$ cat src/sv/qdpr_pkg.sv
package qdpr_pkg;

  localparam int ACC_BITS = 64;

  // Operand differences and their product
  localparam int BYTE_W = 8;
  localparam int DIFF_W = BYTE_W + 1;
  localparam int PROD_W = 2 * DIFF_W;

  // Requantization datapath
  localparam int MULT_W   = 32;
  localparam int SHIFT_W  = 6;
  localparam int HI_W     = ACC_BITS - MULT_W;
  localparam int SCALED_W = ACC_BITS + MULT_W;
  localparam int SIDX_W   = $clog2(SCALED_W);
  localparam int MAG_CAP  = 1000;
  localparam int MAG_W    = $clog2(MAG_CAP + 1);
  // The capped magnitude plus a signed byte offset needs two more bits.
  localparam int VAL_W    = MAG_W + 2;
  localparam int RAW_W    = 32;

  // Decoupling queue
  localparam int FIFO_DEPTH = 4;
  localparam int FIFO_PTR_W = $clog2(FIFO_DEPTH);
  localparam int FIFO_CNT_W = FIFO_PTR_W + 1;

  // Configuration port
  localparam int CFG_IDX_W  = 3;
  localparam int CFG_DATA_W = 32;

  typedef enum logic [CFG_IDX_W-1:0] {
    REG_A_IS_SIGNED      = 3'd0,
    REG_B_IS_SIGNED      = 3'd1,
    REG_OUT_IS_SIGNED    = 3'd2,
    REG_SCALE_MULTIPLIER = 3'd3,
    REG_SCALE_SHIFT      = 3'd4,
    REG_OUTPUT_ZERO      = 3'd5
  } cfg_reg_t;

  localparam logic [MULT_W-1:0]  SCALE_MULT_RESET  = 32'h8000_0000;
  localparam logic [SHIFT_W-1:0] SCALE_SHIFT_RESET = 6'd31;

  typedef struct packed {
    logic              out_is_signed;
    logic [MULT_W-1:0]  scale_multiplier;
    logic [SHIFT_W-1:0] scale_shift;
    logic [BYTE_W-1:0]  output_zero;
  } quant_cfg_t;

  typedef struct packed {
    logic signed [PROD_W-1:0] prod;
    logic                     last;
  } fifo_entry_t;

  typedef enum logic [2:0] {
    S_ACC,
    S_MAG,
    S_MUL0,
    S_MUL1,
    S_SUM,
    S_SHIFT,
    S_RND,
    S_FIN
  } back_state_t;

  // Reads a raw byte as int8 or uint8.
  function automatic logic signed [DIFF_W-1:0] read_byte(input logic [BYTE_W-1:0] raw,
                                                         input logic is_signed);
    read_byte = is_signed ? {raw[BYTE_W-1], raw} : {1'b0, raw};
  endfunction

endpackage

$ cat src/sv/qdpr_front.sv
module qdpr_front (
  input  logic [qdpr_pkg::BYTE_W-1:0]         a_byte,
  input  logic [qdpr_pkg::BYTE_W-1:0]         b_byte,
  input  logic [qdpr_pkg::BYTE_W-1:0]         a_zero,
  input  logic [qdpr_pkg::BYTE_W-1:0]         b_zero,
  input  logic                                last,
  input  logic                                a_is_signed,
  input  logic                                b_is_signed,
  output qdpr_pkg::fifo_entry_t               entry
);
  import qdpr_pkg::*;

  logic signed [DIFF_W-1:0] a_diff;
  logic signed [DIFF_W-1:0] b_diff;

  // Both differences fit in nine bits whatever the signedness mix.
  assign a_diff = read_byte(a_byte, a_is_signed) - read_byte(a_zero, a_is_signed);
  assign b_diff = read_byte(b_byte, b_is_signed) - read_byte(b_zero, b_is_signed);

  assign entry.prod = PROD_W'(a_diff) * PROD_W'(b_diff);
  assign entry.last = last;

endmodule

$ cat config.mk
export PLATFORM = sky130hd
export DESIGN_NAME = qdpr_front
export DESIGN_NICKNAME = d
export VERILOG_FILES = /design/src/sv/qdpr_pkg.sv /design/src/sv/qdpr_front.sv
export SDC_FILE = /design/constraint.sdc
export NUM_CORES = 1
export LEC_CHECK = 0
export ABC_CLOCK_PERIOD_IN_PS = 27100
export BUFFER_PORTS_ARGS = -buffer_cell sky130_fd_sc_hd__clkbuf_2
export CORE_MARGIN = 8
export CORE_UTILIZATION = 35
export DETAILED_ROUTE_END_ITERATION = 12
export PLACE_DENSITY_LB_ADDON = 0.25
export SYNTH_ARGS = -nofsm -noshare
export SYNTH_HDL_FRONTEND = slang
export SYNTH_SLANG_ARGS = --single-unit
$ cat constraint.sdc
create_clock -name vclk -period 27.1
set_input_delay 5.42 -clock vclk [all_inputs]
set_output_delay 5.42 -clock vclk [all_outputs]
set_load 0.005 [all_outputs]
==> flow_summary.ini <==
[timing]
maxSlewViolCount = 0
final.min_clock_period_ns = 17.46
fin_setup_tns_ns = 0
worst_pin_slew_ns = 0.789
relSlewSlack = 0.470
max_freq_mhz = 57.3
post-route-period-util = 0.644
hold_violations = 0
setup-violations-final = 0
rsz0062_at_grt = no

[grt]
grt.total_usage = 0.120
grt_antenna_before_repair = 0
grt_pass1_wl_mm = 15.3
grt-ovfl-total = 0
grt_max_degree = 13
grt_pass1_vias = 3414

[route]
drtPass1Iterations = 4
wl_per_cell_um = 13.2
routed-via-count = 3055
detail_route.wirelength_mm = 8.47
drtAntennaViolNets = 0
dr.first_iter.drc_count = 99
drc = 0
viasPerCell = 4.75

[synth]
synth_top_cell_by_area = fa_1
ys_top_cells_by_count = inv_1, fa_1, ha_1
ys_top_cells_by_area = fa_1, ha_1, inv_1, xnor2_1, nand2_1
yosysTopAreaCellShare = 0.375
syn-instance-count = 457
yosys_warnings = 0
synth_most_common_cell = inv_1
synthesis.area_um2 = 3900
synth_fp_nets = 618
synth_cell_types = 46
ys_seq_area_frac = 0
syn_area_per_cell_um2 = 8.54

[die]
fp.coreArea_um2 = 10800
die_area_um2 = 14800
die_w_um = 122
die_y_um = 122
io_pins = 54
start_util = 0.360
std_cell_rows = 38

[clock_tree]
cts_repair_resize_count = 0
cts_setup_buffers = 0
cts_hold_buf = 0

[placed_design]
gp_congestion = 0.795
dpl.hpwl_mm = 7.59
io_buffers = 52

[layout]
layout-drive-gt1-share = 0.127
register_area_um2 = 0
diodes = 0
fin_nets = 666
n_sequential_cell = 0
clock_buffers = 0
fin_util = 0.397
areaGrowthSynthToFinish_pct = 10.3

[worst_setup_path]
crit_path_end_kind = primary output
criticalPathCategory = in2out
cp-start-kind = input pin
crit_arrival_ns = 12.04
worstPathRequired_ns = 21.68
cp_max_fo = 9

[min_path]
min_path_type = in2out

[flow_run]
maxCapViolCount = 0

[status]
outcome = finished clean
==> cells by family (layout without fill, tap and decap cells) <==
| group | count (synthesis) | after routing | synth area share |
|---|---|---|---|
| multiplexers | 1 | 1 | 0.00289 |
| XOR/XNOR | 28 | 28 | 0.0648 |
| buffers and inverters | 121 | 167 | 0.120 |
| AND/OR/NAND/NOR | 117 | 117 | 0.146 |
| AO/OA/AOI/OAI | 64 | 64 | 0.122 |
| adder cells (fa/ha/maj) | 126 | 126 | 0.545 |
==> cells in the final DEF, fill, tap and decap left out, drive strengths merged, types with 6 or more instances in the layout <==
cell    count
ha         53
nand2      37
o21a        9
xor2       10
inv       115
clkbuf     52
a21o       10
nand2b      9
o211ai      6
and2       12
o21ai       8
xnor2      18
nor2b      11
nor2       28
a21oi      12
fa         73
==> per-layer routing <==
metal  routed length, um  vias up  global-route usage
met2                4540       26               0.230
met4                  61        0             0.00771
met1                3680     1512               0.150
met5                   0        -                   0
li1                    -     1513                   -
met3                 183        4             0.00602
==> metrics by stage <==
stage | std cells | hold WS, ns | setup WS, ns | cell area (um^2)
2_1_floorplan | 457 | 10.92 | 10.25 | 3900
3_3_place_gp | 643 | 10.84 | 9.71 | 4300
3_5_place_dp | 643 | 10.84 | 9.60 | 4300
4_1_cts | 643 | 10.84 | 9.61 | 4300
5_1_grt | 643 | 10.84 | 9.26 | 4300
6_report | 643 | 10.84 | 9.64 | 4300
==> critical path, cell delays in order <==
cell	delay, ns
clkbuf_2	0.08
inv_1	0.04
ha_1	0.16
inv_1	0.06
fa_1	0.39
a21o_1	0.19
a21oi_1	0.23
o21a_1	0.21
nand2b_1	0.07
xor2_1	0.53
nand2_1	0.15
fa_1	0.51
inv_1	0.05
fa_1	0.53
inv_1	0.06
fa_1	0.50
fa_1	0.54
inv_1	0.05
fa_1	0.47
ha_1	0.36
o21ai_0	0.10
o21bai_1	0.11
o21ai_0	0.35
o21ai_0	0.23
or4_1	0.44
nand3_1	0.10
clkbuf_2	0.11
==> worst paths after layout <==
| check | startpoint | end | slack [ns] | cells after the start |
|---|---|---|---|---|
| max | a_byte[0] | entry[17] | 9.64 | 27 |
| min | last | entry[0] | 10.84 | 0 |
==> cell type report <==
class | count | area, um^2
Fill cell | 1167 | 6540
Inverter | 115 | 432
Multi-Input combinational cell | 336 | 3430
Tap cell | 140 | 175
Timing Repair Buffer | 52 | 260
Power is not shown: default switching activity piles up to over one toggle a cycle in this logic, so the estimate is an artifact.
