--- config.mk ---
export PLATFORM = sky130hd
export DESIGN_NAME = qdpr_fifo
export DESIGN_NICKNAME = d
export VERILOG_FILES = /design/src/sv/qdpr_pkg.sv /design/src/sv/qdpr_fifo.sv
export SDC_FILE = /design/constraint.sdc
export NUM_CORES = 1
export LEC_CHECK = 0
export ABC_AREA = 0
export BUFFER_PORTS_ARGS = -buffer_cell sky130_fd_sc_hd__buf_2
export CAP_MARGIN = 0
export CORE_ASPECT_RATIO = 1.1
export CORE_UTILIZATION = 56
export DETAILED_ROUTE_END_ITERATION = 7
export HOLD_SLACK_MARGIN = 0.03
export PLACE_DENSITY = 0.78
export SLEW_MARGIN = 15
export SYNTH_ARGS = -nofsm -noshare
export SYNTH_HDL_FRONTEND = slang
export SYNTH_SLANG_ARGS = --single-unit
--- constraint.sdc ---
create_clock -name clk -period 3.35 [get_ports clk]
set_input_delay 0.335 -clock clk [delete_from_list [all_inputs] [get_ports clk]]
set_output_delay 0.335 -clock clk [all_outputs]
set_load 0.01 [all_outputs]
--- src/sv/qdpr_pkg.sv ---
package qdpr_pkg;

  localparam int ACC_BITS = 64;

  // Operand differences and their product
  localparam int BYTE_W = 8;
  localparam int DIFF_W = BYTE_W + 1;
  localparam int PROD_W = 2 * DIFF_W;

  // Requantization datapath
  localparam int MULT_W   = 32;
  localparam int SHIFT_W  = 6;
  localparam int HI_W     = ACC_BITS - MULT_W;
  localparam int SCALED_W = ACC_BITS + MULT_W;
  localparam int SIDX_W   = $clog2(SCALED_W);
  localparam int MAG_CAP  = 1000;
  localparam int MAG_W    = $clog2(MAG_CAP + 1);
  // The capped magnitude plus a signed byte offset needs two more bits.
  localparam int VAL_W    = MAG_W + 2;
  localparam int RAW_W    = 32;

  // Decoupling queue
  localparam int FIFO_DEPTH = 4;
  localparam int FIFO_PTR_W = $clog2(FIFO_DEPTH);
  localparam int FIFO_CNT_W = FIFO_PTR_W + 1;

  // Configuration port
  localparam int CFG_IDX_W  = 3;
  localparam int CFG_DATA_W = 32;

  typedef enum logic [CFG_IDX_W-1:0] {
    REG_A_IS_SIGNED      = 3'd0,
    REG_B_IS_SIGNED      = 3'd1,
    REG_OUT_IS_SIGNED    = 3'd2,
    REG_SCALE_MULTIPLIER = 3'd3,
    REG_SCALE_SHIFT      = 3'd4,
    REG_OUTPUT_ZERO      = 3'd5
  } cfg_reg_t;

  localparam logic [MULT_W-1:0]  SCALE_MULT_RESET  = 32'h8000_0000;
  localparam logic [SHIFT_W-1:0] SCALE_SHIFT_RESET = 6'd31;

  typedef struct packed {
    logic              out_is_signed;
    logic [MULT_W-1:0]  scale_multiplier;
    logic [SHIFT_W-1:0] scale_shift;
    logic [BYTE_W-1:0]  output_zero;
  } quant_cfg_t;

  typedef struct packed {
    logic signed [PROD_W-1:0] prod;
    logic                     last;
  } fifo_entry_t;

  typedef enum logic [2:0] {
    S_ACC,
    S_MAG,
    S_MUL0,
    S_MUL1,
    S_SUM,
    S_SHIFT,
    S_RND,
    S_FIN
  } back_state_t;

  // Reads a raw byte as int8 or uint8.
  function automatic logic signed [DIFF_W-1:0] read_byte(input logic [BYTE_W-1:0] raw,
                                                         input logic is_signed);
    read_byte = is_signed ? {raw[BYTE_W-1], raw} : {1'b0, raw};
  endfunction

endpackage

--- src/sv/qdpr_fifo.sv ---
module qdpr_fifo (
  input  logic                  clk,
  input  logic                  rst_n,
  input  logic                  push,
  input  qdpr_pkg::fifo_entry_t wr_data,
  output logic                  full,
  input  logic                  pop,
  output logic                  not_empty,
  output qdpr_pkg::fifo_entry_t rd_data
);
  import qdpr_pkg::*;

  fifo_entry_t             mem_r [FIFO_DEPTH];
  logic [FIFO_PTR_W-1:0]   wr_ptr_r;
  logic [FIFO_PTR_W-1:0]   wr_ptr_nxt;
  logic [FIFO_PTR_W-1:0]   rd_ptr_r;
  logic [FIFO_PTR_W-1:0]   rd_ptr_nxt;
  logic [FIFO_CNT_W-1:0]   count_r;
  logic [FIFO_CNT_W-1:0]   count_nxt;
  logic                    do_push;
  logic                    do_pop;

  assign full      = (count_r == FIFO_CNT_W'(FIFO_DEPTH));
  assign not_empty = (count_r != '0);
  assign rd_data   = mem_r[rd_ptr_r];
  assign do_push   = push && !full;
  assign do_pop    = pop && not_empty;

  always_comb begin
    wr_ptr_nxt = wr_ptr_r + FIFO_PTR_W'(do_push);
    rd_ptr_nxt = rd_ptr_r + FIFO_PTR_W'(do_pop);
    count_nxt  = count_r + FIFO_CNT_W'(do_push) - FIFO_CNT_W'(do_pop);
  end

  always_ff @(posedge clk) begin
    if (!rst_n) begin
      wr_ptr_r <= '0;
      rd_ptr_r <= '0;
      count_r  <= '0;
    end else begin
      wr_ptr_r <= wr_ptr_nxt;
      rd_ptr_r <= rd_ptr_nxt;
      count_r  <= count_nxt;
    end
  end

  always_ff @(posedge clk) begin
    if (do_push) begin
      mem_r[wr_ptr_r] <= wr_data;
    end
  end

endmodule

==> metrics.md <==
| Metric | Value |
|---|---|
| Type of the worst min-delay path | `in2reg` |
| Post-Syn Area per Cell | `23.3 sq um` |
| Mapped Nets | `160` |
| Postcts setup bufs | `0` |
| CP max FO | `12` |
| Setup slack after layout | `0.932 ns` |
| Relative slew slack | `37.3%` |
| Largest net degree at the start of global routing | `21` |
| Switching Fraction | `27.4%` |
| IO buf count | `43` |
| Max-cap violations | `0` |
| Global route total overflow | `0` |
| Worst-path clk slew | `0.08 ns` |
| # IOs | `44` |
| DP HPWL | `3.24 mm` |
| Core Area | `5360 sq um` |
| Total track usage | `19.1%` |
| Place WS | `1.18 ns` |
| Post-Synthesis Cells | `134` |
| Worst vdd ir | `509 uV` |
| Most common cell after layout, fill and taps aside | `edfxtp_1` |
| Setup violations, final | `0` |
| Hold_buf cts | `0` |
| Power per cell area | `715 nW/um^2` |
| Vias/cell | `5.46` |
| P&R area growth vs syn | `15.5%` |
| Yosys top cell by area | `edfxtp_1` |
| Post-Syn Area | `3120 sq um` |
| Final Hold Fails | `0` |
| Worst r2r path cells | `9` |
| Initial detailed-routing violation count | `141` |
| Sequential group share of total power | `52.5%` |
| CTS tree | `yes` |
| Worst Tran Pin Value | `0.940 ns` |
| Clock sink total | `83` |
| Most frequent cells in the layout | `edfxtp_1 (76), buf_2 (43), mux4_2 (19)` |
| Die extent in x | `73.1 microns` |
| Fin cells | `268` |
| Vias in the first global route | `1513` |
| Slew Limit Fails | `0` |
| Clock share of power | `23.1%` |
| Routed wire length | `4.89 mm` |
| Crit Path Class | `reg2out` |
| Distinct cell type count after synthesis | `22` |
| Initial antenna violation count | `0` |
| Full die area | `5870 sq um` |
| Post-layout min period | `2.42 ns` |
| Largest cells by area after synthesis | `edfxtp_1 (73%), mux4_2 (14%), dfxtp_1 (4.5%)` |
| Clock Latency Late Sink | `0.34 ns` |
| Psw | `0.707 mW` |
| Static leakage power | `1.23 nW` |
| TritonRoute pass-1 iters | `4` |
| Starting Density | `58.2%` |
| CP required | `3.01 ns` |
| Layout cells sized above 1 | `45.1%` |
| Setup TNS | `0 ns` |
| Logic pwr share | `24.4%` |
| Critical Path End Type | `output port` |
| Clock tree root driver cell | `clkbuf_8` |
| Drt drc | `0` |
| Die span in y | `80.3 microns` |
| Status | `completed` |
| Cell Rows | `28` |
| CTS resizes | `0` |
| Yosys warning total | `0` |
| Diodes inserted | `0` |
| Worst clock skew | `0.00540 ns` |
| Max Root-Sink Buffers | `2` |
| H-tree lvl count | `3` |
| Fmax | `0.414 GHz` |
| Hold path depth | `1` |
| Drt wl/cell | `18.3 microns` |
| Placed Cells | `252` |
| First-pass GRT wire length | `7.62 mm` |
| CP arrival | `2.08 ns` |
| Final net count | `214` |
| Critical Path Start Type | `flip-flop` |
| Num CTS Buffers | `9` |
| Post-synth top area share | `73.2%` |
| Internal | `1.87 mW` |
| Via count | `1462` |
| GP Congestion | `0.731` |
| Register area share after synthesis | `77.7%` |
| Fin crit share | `72.2%` |
| FF+latch count, synth | `83` |
| ANT nets after route | `0` |
| Unrepaired setup endpoints after global routing | `false` |
## cells in the mapped netlist
cell,n
inv_4,1
o31ai_2,1
nor3b_2,1
fa_1,1
mux4_2,19
nor3b_1,2
nand2b_4,1
and3_1,1
or3_1,1
edfxtp_1,76
o311ai_1,1
and2_1,7
xnor2_1,5
buf_2,1
buf_6,2
xor2_1,1
nor3_1,1
clkbuf_1,1
ha_1,2
nand3_1,1
dfxtp_1,7
inv_1,1
## kinds of logic after synthesis
kind of cell | after synthesis | share of synthesized area [%]
flip-flops | 83 | 77.7
multiplexers | 19 | 13.7
AND/OR/NAND/NOR | 15 | 3.45
XOR/XNOR | 6 | 1.69
buffers and inverters | 6 | 1.32
adder cells (fa/ha/maj) | 3 | 1.44
AO/OA/AOI/OAI | 2 | 0.682
## critical path, stage by stage (launching register included)
cell	delay [ns]
dfxtp_1	0.68
buf_4	0.37
mux4_2	0.53
buf_2	0.16
## layout make-up
type	count	area [sq um]
Inverter	2	10.0
Clock buffer	11	131
Sequential cell	83	2420
Timing Repair Buffer	47	245
Clock inverter	5	30.0
Fill cell	349	1760
Tap cell	75	93.8
Multi-Input combinational cell	45	669
## sequential cells by signal, indices dropped and copies added, names as in the netlist
name and flops:
count_r 3, mem_r 76, rd_ptr_r 2, wr_ptr_r 2
## metal layers
| layer | GRT usage [%] | wire, microns | up-vias |
|---|---|---|---|
| li1 | - | - | 658 |
| met1 | 22.7 | 2030 | 748 |
| met2 | 31.5 | 2590 | 50 |
| met3 | 5.77 | 201 | 6 |
| met4 | 9.41 | 65 | 0 |
| met5 | 0 | 0 | - |
## path summary, 6_finish.rpt
check / startpoint / endpoint / slack [ns]
min: wr_data[9] / mem_r[1][9]$_DFFE_PP_ / 0.21
min reg2reg: wr_ptr_r[1]$_SDFF_PN0_ / wr_ptr_r[1]$_SDFF_PN0_ / 0.71
max: rd_ptr_r[0]$_SDFF_PN0_ / rd_data[18] / 0.93
max reg2reg: count_r[2]$_SDFF_PN0_ / count_r[2]$_SDFF_PN0_ / 1.19
## through the flow
stage | area (sq um) | util (%) | hold WS, ns | total power [mW]
floorplan | 3120 | - | 0.434 | 1.80
global placement | 3440 | 64.2 | 0.544 | 1.99
CTS | 3600 | 67.2 | 0.177 | 2.61
detailed placement | 3440 | 64.2 | 0.552 | 2.02
finish | 3600 | 67.2 | 0.206 | 2.58
global route | 3600 | 67.2 | 0.183 | 2.70
## power groups by stage
| stage | sequential, mW | combinational, mW | clock, mW |
|---|---|---|---|
| detailed placement | 1.38 | 0.641 | 0 |
| floorplan | 1.33 | 0.476 | 0 |
| CTS | 1.36 | 0.643 | 0.612 |
| global route | 1.37 | 0.683 | 0.649 |
| global placement | 1.37 | 0.622 | 0 |
| finish | 1.35 | 0.628 | 0.594 |
Note: power is estimated with default switching activity, not from simulation.
